[src/rtl/bcds_pkg.sv]
// Shared constants, types and helpers for the bitcrusher and sample-rate reducer.
`timescale 1ns / 1ps

package bcds_pkg;

    localparam int SAMPLE_W = 24;
    localparam int ACC_W    = 48;
    localparam int MUL_W    = 22;
    localparam int DEN_W    = 21;
    localparam int WET_W    = 36;
    localparam int CNT_W    = $clog2(ACC_W);

    localparam logic [31:0] LFSR_SEED = 32'hACE12468;
    localparam logic [31:0] LFSR_MASK = 32'h80200003;

    localparam logic [14:0] ONE_Q8     = 15'd256;
    localparam logic [14:0] MAX_RATE   = 15'd16384;
    localparam logic [4:0]  MAX_DEPTH  = 5'd24;
    localparam logic [6:0]  PCT_FULL   = 7'd100;
    localparam logic [DEN_W-1:0] DEN_PCT   = DEN_W'(100);
    localparam logic [DEN_W-1:0] DEN_FINAL = DEN_W'(1638400);

    localparam logic [2:0] REG_FLOW_MODE     = 3'd0;
    localparam logic [2:0] REG_OUTPUT_MIX    = 3'd1;
    localparam logic [2:0] REG_OUTPUT_GAIN   = 3'd2;
    localparam logic [2:0] REG_DS_FACTOR     = 3'd3;
    localparam logic [2:0] REG_DS_MIX        = 3'd4;
    localparam logic [2:0] REG_CRUSH_DEPTH   = 3'd5;
    localparam logic [2:0] REG_CRUSH_MIX     = 3'd6;
    localparam logic [2:0] REG_FEATURE_FLAGS = 3'd7;

    localparam logic [1:0] FLOW_HOLD_FIRST = 2'd1;
    localparam logic [1:0] FLOW_PARALLEL   = 2'd2;

    localparam logic signed [ACC_W-1:0] SAT_HI = ACC_W'(2**(SAMPLE_W-1) - 1);
    localparam logic signed [ACC_W-1:0] SAT_LO = -SAT_HI - ACC_W'(1);

    typedef enum logic [1:0] {
        MDU_LOAD,
        MDU_MAC,
        MDU_DIV
    } t_mdu_op;

    typedef struct packed {
        logic                     valid;
        t_mdu_op                  op;
        logic signed [ACC_W-1:0]  a;
        logic [MUL_W-1:0]         b;
        logic [DEN_W-1:0]         den;
    } t_mdu_req;

    function automatic logic signed [SAMPLE_W-1:0] sat_s(input logic signed [ACC_W-1:0] v);
        logic signed [ACC_W-1:0] c;
        begin
            if (v > SAT_HI) begin
                c = SAT_HI;
            end else if (v < SAT_LO) begin
                c = SAT_LO;
            end else begin
                c = v;
            end
            return c[SAMPLE_W-1:0];
        end
    endfunction

    function automatic logic [6:0] pct_clamp(input logic [6:0] p);
        return (p > PCT_FULL) ? PCT_FULL : p;
    endfunction

endpackage

[src/rtl/bcds_mdu.sv]
// Bit-serial multiply-accumulate and rounding divide unit.
`timescale 1ns / 1ps

module bcds_mdu (
    input  logic                                   i_clk,
    input  logic                                   i_rst_n,
    input  bcds_pkg::t_mdu_req                     i_req,
    output logic                                   o_busy,
    output logic signed [bcds_pkg::ACC_W-1:0]      o_acc
);
    import bcds_pkg::*;

    typedef enum logic [1:0] {
        M_IDLE,
        M_MAC,
        M_DIV,
        M_FIX
    } t_mstate;

    t_mstate                  r_state;
    logic signed [ACC_W-1:0]  r_acc;
    logic signed [ACC_W-1:0]  r_mcand;
    logic [MUL_W-1:0]         r_mplier;
    logic [DEN_W-1:0]         r_den;
    logic [DEN_W-1:0]         r_rem;
    logic                     r_neg;
    logic [CNT_W-1:0]         r_cnt;

    logic [DEN_W:0]           w_t;
    logic [DEN_W:0]           w_diff;
    logic                     w_ge;
    logic signed [ACC_W-1:0]  w_mag;

    always_comb begin
        w_t    = {r_rem, r_acc[ACC_W-1]};
        w_diff = w_t - {1'b0, r_den};
        w_ge   = (w_t >= {1'b0, r_den});
        w_mag  = (r_acc < 0) ? -r_acc : r_acc;
    end

    always_ff @(posedge i_clk) begin
        if (!i_rst_n) begin
            r_state <= M_IDLE;
            r_cnt   <= '0;
        end else begin
            unique case (r_state)
                M_IDLE: begin
                    if (i_req.valid) begin
                        unique case (i_req.op)
                            MDU_LOAD: begin
                                r_acc <= i_req.a;
                            end
                            MDU_MAC: begin
                                r_mcand  <= i_req.a;
                                r_mplier <= i_req.b;
                                r_cnt    <= CNT_W'(MUL_W - 1);
                                r_state  <= M_MAC;
                            end
                            MDU_DIV: begin
                                // Divide the magnitude plus half the divisor, restore sign later.
                                r_neg   <= (r_acc < 0);
                                r_acc   <= w_mag + ACC_W'(i_req.den >> 1);
                                r_den   <= i_req.den;
                                r_rem   <= '0;
                                r_cnt   <= CNT_W'(ACC_W - 1);
                                r_state <= M_DIV;
                            end
                            default: begin
                                r_state <= M_IDLE;
                            end
                        endcase
                    end
                end
                M_MAC: begin
                    if (r_mplier[0]) begin
                        r_acc <= r_acc + r_mcand;
                    end
                    r_mcand  <= r_mcand <<< 1;
                    r_mplier <= r_mplier >> 1;
                    r_cnt    <= r_cnt - CNT_W'(1);
                    if (r_cnt == '0) begin
                        r_state <= M_IDLE;
                    end
                end
                M_DIV: begin
                    r_rem <= w_ge ? w_diff[DEN_W-1:0] : w_t[DEN_W-1:0];
                    r_acc <= {r_acc[ACC_W-2:0], w_ge};
                    r_cnt <= r_cnt - CNT_W'(1);
                    if (r_cnt == '0) begin
                        r_state <= M_FIX;
                    end
                end
                M_FIX: begin
                    if (r_neg) begin
                        r_acc <= -r_acc;
                    end
                    r_state <= M_IDLE;
                end
                default: begin
                    r_state <= M_IDLE;
                end
            endcase
        end
    end

    assign o_busy = (r_state != M_IDLE);
    assign o_acc  = r_acc;

endmodule

[src/rtl/bitcrush_downsample_effect_core.sv]
// Top level of the bitcrusher and sample-rate reducer: sequencer, state and ports.
//
//  channel | direction | handshake                 | payload
//  --------+-----------+---------------------------+---------------------------
//  input   | in        | i_in_valid / o_in_stall   | i_sample_in (24b signed)
//  output  | out       | o_out_valid / i_out_stall | o_sample_out (24b signed)
//  config  | in        | i_cfg_valid / o_cfg_ready | i_cfg_index, i_cfg_data
//
// When the effect is bypassed an item goes straight to the output stage; otherwise
// it is worked by the shared bit-serial unit, which runs up to nine multiplies and
// rounding divides per item.
// Reset is synchronous and active low; it restores register defaults and the state.
// A finished item waits in the output register while the next item is accepted.
`timescale 1ns / 1ps

module bitcrush_downsample_effect_core (
    input  logic                                  i_clk,
    input  logic                                  i_rst_n,
    input  logic                                  i_in_valid,
    output logic                                  o_in_stall,
    input  logic signed [bcds_pkg::SAMPLE_W-1:0]  i_sample_in,
    output logic                                  o_out_valid,
    input  logic                                  i_out_stall,
    output logic signed [bcds_pkg::SAMPLE_W-1:0]  o_sample_out,
    input  logic                                  i_cfg_valid,
    output logic                                  o_cfg_ready,
    input  logic [2:0]                            i_cfg_index,
    input  logic [15:0]                           i_cfg_data
);
    import bcds_pkg::*;

    typedef enum logic [4:0] {
        S_IDLE,
        S_STAGE,
        S_CRUSH,
        S_HOLD,
        S_INT_LD,
        S_INT_MAC,
        S_INT_DIV,
        S_INT_END,
        S_PCT_LD,
        S_PCT_MAC,
        S_PCT_DIV,
        S_PCT_END,
        S_STAGE_END,
        S_FIN_LD,
        S_FIN_M1,
        S_FIN_M2,
        S_FIN_DIV,
        S_FIN_END,
        S_OUT,
        S_WAIT
    } t_state;

    // Configuration registers.
    logic [1:0]  r_flow_mode;
    logic [6:0]  r_output_mix;
    logic [14:0] r_output_gain;
    logic [14:0] r_ds_factor;
    logic [6:0]  r_ds_mix;
    logic [4:0]  r_crush_depth;
    logic [6:0]  r_crush_mix;
    logic [1:0]  r_feature_flags;

    // Effect state.
    logic [14:0]                 r_phase;
    logic signed [SAMPLE_W-1:0]  r_held;
    logic [31:0]                 r_lfsr;

    // Sequencer.
    t_state                      r_state;
    t_state                      r_ret;
    t_mdu_req                    r_req;
    logic                        r_pass;
    logic signed [SAMPLE_W-1:0]  r_x;
    logic signed [SAMPLE_W-1:0]  r_v;
    logic signed [SAMPLE_W-1:0]  r_y;
    logic signed [SAMPLE_W-1:0]  r_a;
    logic signed [SAMPLE_W-1:0]  r_res;
    logic signed [WET_W-1:0]     r_wet;
    logic [6:0]                  r_pm;
    logic [14:0]                 r_c0;
    logic [MUL_W-1:0]            r_g;
    logic                        r_ov;
    logic signed [SAMPLE_W-1:0]  r_out;

    logic                        w_busy;
    logic signed [ACC_W-1:0]     w_acc;

    // Crush datapath.
    logic [4:0]                  w_d;
    logic [4:0]                  w_k;
    logic signed [SAMPLE_W:0]    w_vx;
    logic [SAMPLE_W:0]           w_mag;
    logic [SAMPLE_W:0]           w_lowmask;
    logic [SAMPLE_W:0]           w_half;
    logic [SAMPLE_W:0]           w_qm;
    logic signed [SAMPLE_W+1:0]  w_q;
    logic signed [SAMPLE_W+1:0]  w_dith;
    logic [31:0]                 w_lfsr_nx;
    logic signed [WET_W-1:0]     w_cwet;

    // Hold datapath.
    logic [14:0]                 w_rate;
    logic                        w_hold_bypass;
    logic [15:0]                 w_pc;
    logic                        w_capture;

    // Mix helpers.
    logic signed [ACC_W-1:0]     w_v100;
    logic signed [ACC_W-1:0]     w_pct_a;
    logic signed [ACC_W-1:0]     w_int_a;
    logic signed [WET_W-1:0]     w_int_wet;
    logic signed [SAMPLE_W+1:0]  w_sum;
    logic signed [SAMPLE_W+1:0]  w_avg;
    logic [6:0]                  w_p;
    logic [MUL_W-1:0]            w_g;
    logic                        w_hold_stage;
    logic                        w_parallel;

    bcds_mdu u_mdu (
        .i_clk   (i_clk),
        .i_rst_n (i_rst_n),
        .i_req   (r_req),
        .o_busy  (w_busy),
        .o_acc   (w_acc)
    );

    always_comb begin
        w_parallel   = (r_flow_mode == FLOW_PARALLEL);
        // First pass runs the hold stage only when hold comes first.
        w_hold_stage = (r_flow_mode == FLOW_HOLD_FIRST) ? !r_pass : r_pass;

        w_d       = (r_crush_depth > MAX_DEPTH) ? MAX_DEPTH : r_crush_depth;
        w_k       = MAX_DEPTH - w_d;
        w_vx      = {r_v[SAMPLE_W-1], r_v};
        w_mag     = (w_vx < 0) ? unsigned'(-w_vx) : unsigned'(w_vx);
        w_lowmask = ((SAMPLE_W+1)'(1) << w_k) - (SAMPLE_W+1)'(1);
        w_half    = (w_k == '0) ? '0 : ((SAMPLE_W+1)'(1) << (w_k - 5'd1));
        w_qm      = (w_mag + w_half) & ~w_lowmask;
        w_q       = r_v[SAMPLE_W-1] ? -signed'({1'b0, w_qm}) : signed'({1'b0, w_qm});
        w_lfsr_nx = (r_lfsr >> 1) ^ (r_lfsr[0] ? LFSR_MASK : 32'd0);
        if (r_feature_flags[1]) begin
            w_dith = signed'({1'b0, w_lfsr_nx[SAMPLE_W:0] & w_lowmask})
                   - signed'({1'b0, w_half});
        end else begin
            w_dith = '0;
        end
        w_cwet = WET_W'(w_q + w_dith);

        w_rate        = (r_ds_factor > MAX_RATE) ? MAX_RATE : r_ds_factor;
        w_hold_bypass = (r_ds_factor <= ONE_Q8) || (r_ds_mix == '0);
        w_pc          = {1'b0, r_phase} + {1'b0, ONE_Q8};
        w_capture     = (w_pc >= {1'b0, w_rate});

        w_v100    = (ACC_W'(r_v) <<< 6) + (ACC_W'(r_v) <<< 5) + (ACC_W'(r_v) <<< 2);
        w_pct_a   = ACC_W'(r_wet - WET_W'(r_v));
        w_int_a   = ACC_W'(r_held) - ACC_W'(r_v);
        w_int_wet = WET_W'(r_v) + WET_W'(w_acc);

        // Two guard bits keep the negated sum of two full-scale negatives in range.
        w_sum = (SAMPLE_W+2)'(r_a) + (SAMPLE_W+2)'(r_y);
        if (w_sum >= 0) begin
            w_avg = (w_sum + (SAMPLE_W+2)'(1)) >>> 1;
        end else begin
            w_avg = -((-w_sum + (SAMPLE_W+2)'(1)) >>> 1);
        end

        w_p = pct_clamp(r_output_mix);
        w_g = MUL_W'(r_output_gain) * MUL_W'(w_p);
    end

    always_ff @(posedge i_clk) begin
        if (!i_rst_n) begin
            r_flow_mode     <= 2'd0;
            r_output_mix    <= PCT_FULL;
            r_output_gain   <= 15'd16384;
            r_ds_factor     <= ONE_Q8;
            r_ds_mix        <= PCT_FULL;
            r_crush_depth   <= MAX_DEPTH;
            r_crush_mix     <= PCT_FULL;
            r_feature_flags <= 2'd0;
            r_phase         <= '0;
            r_held          <= '0;
            r_lfsr          <= LFSR_SEED;
            r_state         <= S_IDLE;
            r_ret           <= S_IDLE;
            r_req           <= '0;
            r_pass          <= 1'b0;
            r_ov            <= 1'b0;
        end else begin
            if (i_cfg_valid) begin
                unique case (i_cfg_index)
                    REG_FLOW_MODE:     r_flow_mode     <= i_cfg_data[1:0];
                    REG_OUTPUT_MIX:    r_output_mix    <= i_cfg_data[6:0];
                    REG_OUTPUT_GAIN:   r_output_gain   <= i_cfg_data[14:0];
                    REG_DS_FACTOR:     r_ds_factor     <= i_cfg_data[14:0];
                    REG_DS_MIX:        r_ds_mix        <= i_cfg_data[6:0];
                    REG_CRUSH_DEPTH:   r_crush_depth   <= i_cfg_data[4:0];
                    REG_CRUSH_MIX:     r_crush_mix     <= i_cfg_data[6:0];
                    REG_FEATURE_FLAGS: r_feature_flags <= i_cfg_data[1:0];
                    default:           r_flow_mode     <= r_flow_mode;
                endcase
            end

            if (r_ov && !i_out_stall && (r_state != S_OUT)) begin
                r_ov <= 1'b0;
            end

            unique case (r_state)
                S_IDLE: begin
                    if (i_in_valid) begin
                        r_x    <= i_sample_in;
                        r_v    <= i_sample_in;
                        r_pass <= 1'b0;
                        r_g    <= w_g;
                        if (r_output_mix == '0) begin
                            r_res   <= i_sample_in;
                            r_state <= S_OUT;
                        end else begin
                            r_state <= S_STAGE;
                        end
                    end
                end
                S_STAGE: begin
                    r_state <= w_hold_stage ? S_HOLD : S_CRUSH;
                end
                S_CRUSH: begin
                    if (r_crush_depth <= 5'd1) begin
                        r_y     <= r_v;
                        r_state <= S_STAGE_END;
                    end else begin
                        if (r_feature_flags[1]) begin
                            r_lfsr <= w_lfsr_nx;
                        end
                        r_wet   <= w_cwet;
                        r_pm    <= pct_clamp(r_crush_mix);
                        r_state <= S_PCT_LD;
                    end
                end
                S_HOLD: begin
                    if (w_hold_bypass) begin
                        r_y     <= r_v;
                        r_state <= S_STAGE_END;
                    end else begin
                        r_c0 <= r_phase;
                        r_pm <= pct_clamp(r_ds_mix);
                        if (w_capture) begin
                            r_held  <= r_v;
                            r_phase <= 15'(w_pc - {1'b0, w_rate});
                        end else begin
                            r_phase <= w_pc[14:0];
                        end
                        if (r_feature_flags[0]) begin
                            r_state <= S_INT_LD;
                        end else begin
                            r_wet   <= WET_W'(w_capture ? r_v : r_held);
                            r_state <= S_PCT_LD;
                        end
                    end
                end
                S_INT_LD: begin
                    r_req   <= '{valid: 1'b1, op: MDU_LOAD, a: '0, b: '0, den: '0};
                    r_ret   <= S_INT_MAC;
                    r_state <= S_WAIT;
                end
                S_INT_MAC: begin
                    r_req   <= '{valid: 1'b1, op: MDU_MAC, a: w_int_a,
                                 b: MUL_W'(r_c0), den: '0};
                    r_ret   <= S_INT_DIV;
                    r_state <= S_WAIT;
                end
                S_INT_DIV: begin
                    r_req   <= '{valid: 1'b1, op: MDU_DIV, a: '0, b: '0,
                                 den: DEN_W'(w_rate)};
                    r_ret   <= S_INT_END;
                    r_state <= S_WAIT;
                end
                S_INT_END: begin
                    r_wet   <= w_int_wet;
                    r_state <= S_PCT_LD;
                end
                S_PCT_LD: begin
                    r_req   <= '{valid: 1'b1, op: MDU_LOAD, a: w_v100, b: '0, den: '0};
                    r_ret   <= S_PCT_MAC;
                    r_state <= S_WAIT;
                end
                S_PCT_MAC: begin
                    r_req   <= '{valid: 1'b1, op: MDU_MAC, a: w_pct_a,
                                 b: MUL_W'(r_pm), den: '0};
                    r_ret   <= S_PCT_DIV;
                    r_state <= S_WAIT;
                end
                S_PCT_DIV: begin
                    r_req   <= '{valid: 1'b1, op: MDU_DIV, a: '0, b: '0, den: DEN_PCT};
                    r_ret   <= S_PCT_END;
                    r_state <= S_WAIT;
                end
                S_PCT_END: begin
                    r_y     <= sat_s(w_acc);
                    r_state <= S_STAGE_END;
                end
                S_STAGE_END: begin
                    if (!r_pass) begin
                        r_pass <= 1'b1;
                        // In parallel mode both stages see the dry input.
                        if (w_parallel) begin
                            r_a <= r_y;
                        end else begin
                            r_v <= r_y;
                        end
                        r_state <= S_STAGE;
                    end else begin
                        if (w_parallel) begin
                            r_y <= sat_s(ACC_W'(w_avg));
                        end
                        r_state <= S_FIN_LD;
                    end
                end
                S_FIN_LD: begin
                    r_req   <= '{valid: 1'b1, op: MDU_LOAD, a: '0, b: '0, den: '0};
                    r_ret   <= S_FIN_M1;
                    r_state <= S_WAIT;
                end
                S_FIN_M1: begin
                    r_req   <= '{valid: 1'b1, op: MDU_MAC, a: ACC_W'(r_y), b: r_g, den: '0};
                    r_ret   <= S_FIN_M2;
                    r_state <= S_WAIT;
                end
                S_FIN_M2: begin
                    r_req   <= '{valid: 1'b1, op: MDU_MAC, a: ACC_W'(r_x),
                                 b: MUL_W'({PCT_FULL - w_p, 14'd0}), den: '0};
                    r_ret   <= S_FIN_DIV;
                    r_state <= S_WAIT;
                end
                S_FIN_DIV: begin
                    r_req   <= '{valid: 1'b1, op: MDU_DIV, a: '0, b: '0, den: DEN_FINAL};
                    r_ret   <= S_FIN_END;
                    r_state <= S_WAIT;
                end
                S_FIN_END: begin
                    r_res   <= sat_s(w_acc);
                    r_state <= S_OUT;
                end
                S_OUT: begin
                    if (!r_ov || !i_out_stall) begin
                        r_out   <= r_res;
                        r_ov    <= 1'b1;
                        r_state <= S_IDLE;
                    end
                end
                S_WAIT: begin
                    // A request is held for exactly one cycle.
                    r_req.valid <= 1'b0;
                    if (!r_req.valid && !w_busy) begin
                        r_state <= r_ret;
                    end
                end
                default: begin
                    r_state <= S_IDLE;
                end
            endcase
        end
    end

    assign o_in_stall   = (r_state != S_IDLE);
    assign o_out_valid  = r_ov;
    assign o_sample_out = r_out;
    assign o_cfg_ready  = 1'b1;

    a_mdu_idle: assert property (@(posedge i_clk) disable iff (!i_rst_n)
        (r_state == S_IDLE) |-> !w_busy)
        else $error("arithmetic unit busy while no item is in flight");

    a_out_from_seq: assert property (@(posedge i_clk) disable iff (!i_rst_n)
        $rose(o_out_valid) |-> $past(r_state == S_OUT))
        else $error("output item appeared outside the output state");

    a_accept_leaves_idle: assert property (@(posedge i_clk) disable iff (!i_rst_n)
        (i_in_valid && !o_in_stall) |=> (r_state != S_IDLE))
        else $error("accepted item did not start the sequencer");

    a_lfsr_nonzero: assert property (@(posedge i_clk) disable iff (!i_rst_n)
        r_lfsr != 32'd0)
        else $error("dither generator locked at zero");

endmodule
[config.mk]
export PLATFORM = sky130hd
export DESIGN_NAME = bitcrush_downsample_effect_core
export DESIGN_NICKNAME = d
export VERILOG_FILES = /design/src/rtl/bcds_pkg.sv /design/src/rtl/bcds_mdu.sv /design/src/rtl/bitcrush_downsample_effect_core.sv
export SDC_FILE = /design/constraint.sdc
export NUM_CORES = 2
export LEC_CHECK = 0
export BUFFER_PORTS_ARGS = -buffer_cell sky130_fd_sc_hd__buf_2
export CAP_MARGIN = 10
export CORE_MARGIN = 1.5
export CORE_UTILIZATION = 50
export CTS_CLUSTER_DIAMETER = 80
export DETAILED_ROUTE_END_ITERATION = 16
export GPL_TIMING_DRIVEN = 0
export PLACE_DENSITY = 0.74
export SYNTH_ARGS = -nofsm -noshare
export SYNTH_HDL_FRONTEND = slang
export SYNTH_HIERARCHICAL = 1
export SYNTH_SLANG_ARGS = --single-unit
[constraint.sdc]
create_clock -name i_clk -period 10.3 [get_ports i_clk]
set_clock_uncertainty 0.15 [all_clocks]
set_input_delay 1.03 -clock i_clk [delete_from_list [all_inputs] [get_ports i_clk]]
set_output_delay 1.03 -clock i_clk [all_outputs]
set_load 0.01 [all_outputs]
==> flow_metrics.tcl <==
set metrics [dict create \
    outcome "completed" \
    setup_viol 0 \
    final_common_cell "nand2_1" \
    hold_start "r_res[7]" \
    dr_total_vias 50200 \
    fmax_mhz 114 \
    hold_viol_final 0 \
    ctsRootBufferMaster "clkbuf_16" \
    avgSynthCellArea_um2 8.51 \
    ys_seq_elements 614 \
    critPathMaxFanout 16 \
    peakVddDrop_mv 0.140 \
    num_rows 118 \
    syn_inst 6173 \
    cp-end-kind "flop" \
    port_buffers 69 \
    cts_tree "built" \
    grt_pass1_wl_mm 284 \
    drt_wl_total_mm 190 \
    drc 0 \
    clk_pin_slew_ns 0.06 \
    ff2ff_path_depth 26 \
    htree_levels 3 \
    grt_start_max_net_pins 27 \
    cts_buffers 74 \
    synthArstFlopShare_pct 0 \
    fin_crit_ns 8.75 \
    firstDrtPassIters 8 \
    layout_common_cells "nand2_1 (827), a21oi_1 (489), nor2_1 (469)" \
    clock-sinks 614 \
    tns_ns 0 \
    worstPathArrival_ns 8.99 \
    fin_area_um2 57500 \
    drtIter0Drc 6328 \
    viasPerCell 6.44 \
    hold_depth 0 \
    critPathKind "flop to flop" \
    cts_resized 0 \
    ys_seq_area_share_pct 30.7 \
    clockBufferDepth 3 \
    antenna_left 0 \
    grt_use_total_pct 34.5 \
    ys.flop_type "edfxtp_1" \
    synth_warnings 6 \
    slowest_delay_ns 0.96 \
    fin_hold_ws_ns 0.266 \
    syn_to_final_growth_pct 9.41 \
    dp.cells 7645 \
    maxSlewViolCount 0 \
    leakagePower_nw 23.1 \
    rsz0062_at_grt "no" \
    overflow 0 \
    gp_congestion 1.04 \
    clk_latency_ns 0.67 \
    crit_path_start_kind "flop" \
    relSlewSlack_pct 3.38 \
    worstPathRequired_ns 10.54 \
    start_util_pct 50.6 \
    hold_path_class "flop to flop" \
    dpl_cell_area_um2 55000 \
    period_share_pct 84.9 \
    synth_area_um2 52500 \
    synth_edf_count 385 \
    worstSetupStartpoint "r_v[23]" \
    dp_hpwl_mm 148 \
    holdBufCountCts 0 \
    power_mw 11.1 \
    die_y_um 327 \
    crit_top_cell "a21oi_1" \
    core_area_um2 104000 \
    post_cts_buffers 0 \
    grt_pass1_vias 47300 \
    dieArea_um2 107000 \
    powerDensity_nw_per_um2 193 \
    antenna_found_initial 4 \
    crit_slowest_cell "clkbuf_1" \
    finalNonFillerCells 7787 \
    tightest_slew_ns 1.44 \
    die_w_um 327 \
    cap_violations 0 \
    io_pins 75 \
    synth.distinct_cells 129 \
    layout-drive-gt1-share_pct 6.69 \
    timing.rr.start "r_v[23]" \
    wire_per_inst_um 24.4 \
    nets 6879 \
]
through the flow:
| stage | setup WS, ns | utilization [%] |
|---|---|---|
| 6_report | 1.55 | 55.3 |
| 3_3_place_gp | 0.277 | 52.6 |
| 2_1_floorplan | 3.21 | - |
| 4_1_cts | 1.65 | 55.3 |
| 3_5_place_dp | 1.70 | 52.9 |
| 5_1_grt | 1.47 | 55.3 |
synth_stat cells, types with 46 or more instances:
cell type / instances / area share (%)
ha_1: 393 / 9.4
or3_1: 46 / 0.55
nor3_1: 135 / 1.3
a31oi_1: 53 / 0.63
edfxtp_1: 385 / 22
o21a_1: 53 / 0.76
nand2b_1: 77 / 0.92
o21ai_0: 393 / 3.7
nand3_1: 149 / 1.4
nor2b_1: 62 / 0.74
clkbuf_1: 235 / 1.7
nand2_1: 827 / 5.9
a211oi_1: 84 / 1.2
and3_1: 73 / 0.87
a21o_1: 138 / 2.0
inv_1: 263 / 1.9
mux2i_1: 85 / 1.6
dfxtp_1: 229 / 8.7
nor2_1: 474 / 3.4
a21oi_1: 493 / 4.7
a22oi_1: 53 / 0.76
o211ai_1: 48 / 0.69
nor4_1: 53 / 0.63
a222oi_1: 46 / 0.88
xor2_1: 148 / 2.5
fa_1: 96 / 3.7
xnor2_1: 285 / 4.8
mux2_2: 77 / 1.7
registers in the layout (all words and copies together), names as in the netlist, 21 cells and up:
signal          cells
r_g                22
r_y                24
r_held             24
u_mdu/r_rem        21
r_req              78
u_mdu/r_den        21
u_mdu/r_mplier     22
r_a                24
u_mdu/r_mcand      48
o_sample_out       24
r_v                24
r_lfsr             32
r_res              24
r_x                24
u_mdu/o_acc        48
r_wet              36
logic make-up (layout without fill, tap and decap cells):
| group | Yosys count | after routing | share of synthesized area, % |
|---|---|---|---|
| AO/OA/AOI/OAI | 1785 | 1785 | 22.5 |
| XOR/XNOR | 434 | 434 | 7.25 |
| adder cells (fa/ha/maj) | 490 | 490 | 13.0 |
| buffers and inverters | 567 | 790 | 4.29 |
| flip-flops | 614 | 614 | 30.7 |
| multiplexers | 163 | 163 | 3.29 |
| other | 2 | 13 | 0.0143 |
| AND/OR/NAND/NOR | 2118 | 2118 | 18.9 |
worst max-delay path, delay by kind of cell, from the launching register on:
kind            cells  cell delay (ns)
flops               1             0.88
simple gates        7             1.21
buf+inv             3             1.73
compound gates     12             3.11
fa+ha+maj           2             0.76
xor+xnor            2             0.59
path summary, 6_finish.rpt:
check                    endpoint  slack (ns)
setup / recovery        r_wet[24]        1.55
hold / removal    o_sample_out[7]        0.27
setup reg to reg        r_wet[24]        1.55
hold reg to reg   o_sample_out[7]        0.27
per-layer routing:
metal / vias to the layer above / wire [µm] / track usage [%]
li1: 23000 / - / -
met1: 24000 / 78300 / 46.5
met2: 2700 / 82500 / 53.3
met3: 478 / 19700 / 6.82
met4: 4 / 9570 / 15.9
met5: - / 27 / 0
power breakdown:
part / switching (mW) / internal [mW]
Clock: 1.15 / 1.56
Sequential: 0.447 / 2.94
Combinational: 3.15 / 1.84
Total: 4.74 / 6.35
cell type report:
type / instances / area, µm²
Multi-Input combinational cell: 4998 / 34200
Timing Repair Buffer: 87 / 646
Inverter: 270 / 1010
Clock inverter: 38 / 415
Fill cell: 9599 / 46400
Tap cell: 1380 / 1730
Antenna cell: 5 / 12.5
Buffer: 297 / 1240
Clock buffer: 98 / 2040
Sequential cell: 614 / 16100
Power figures use the tool's default switching activity.
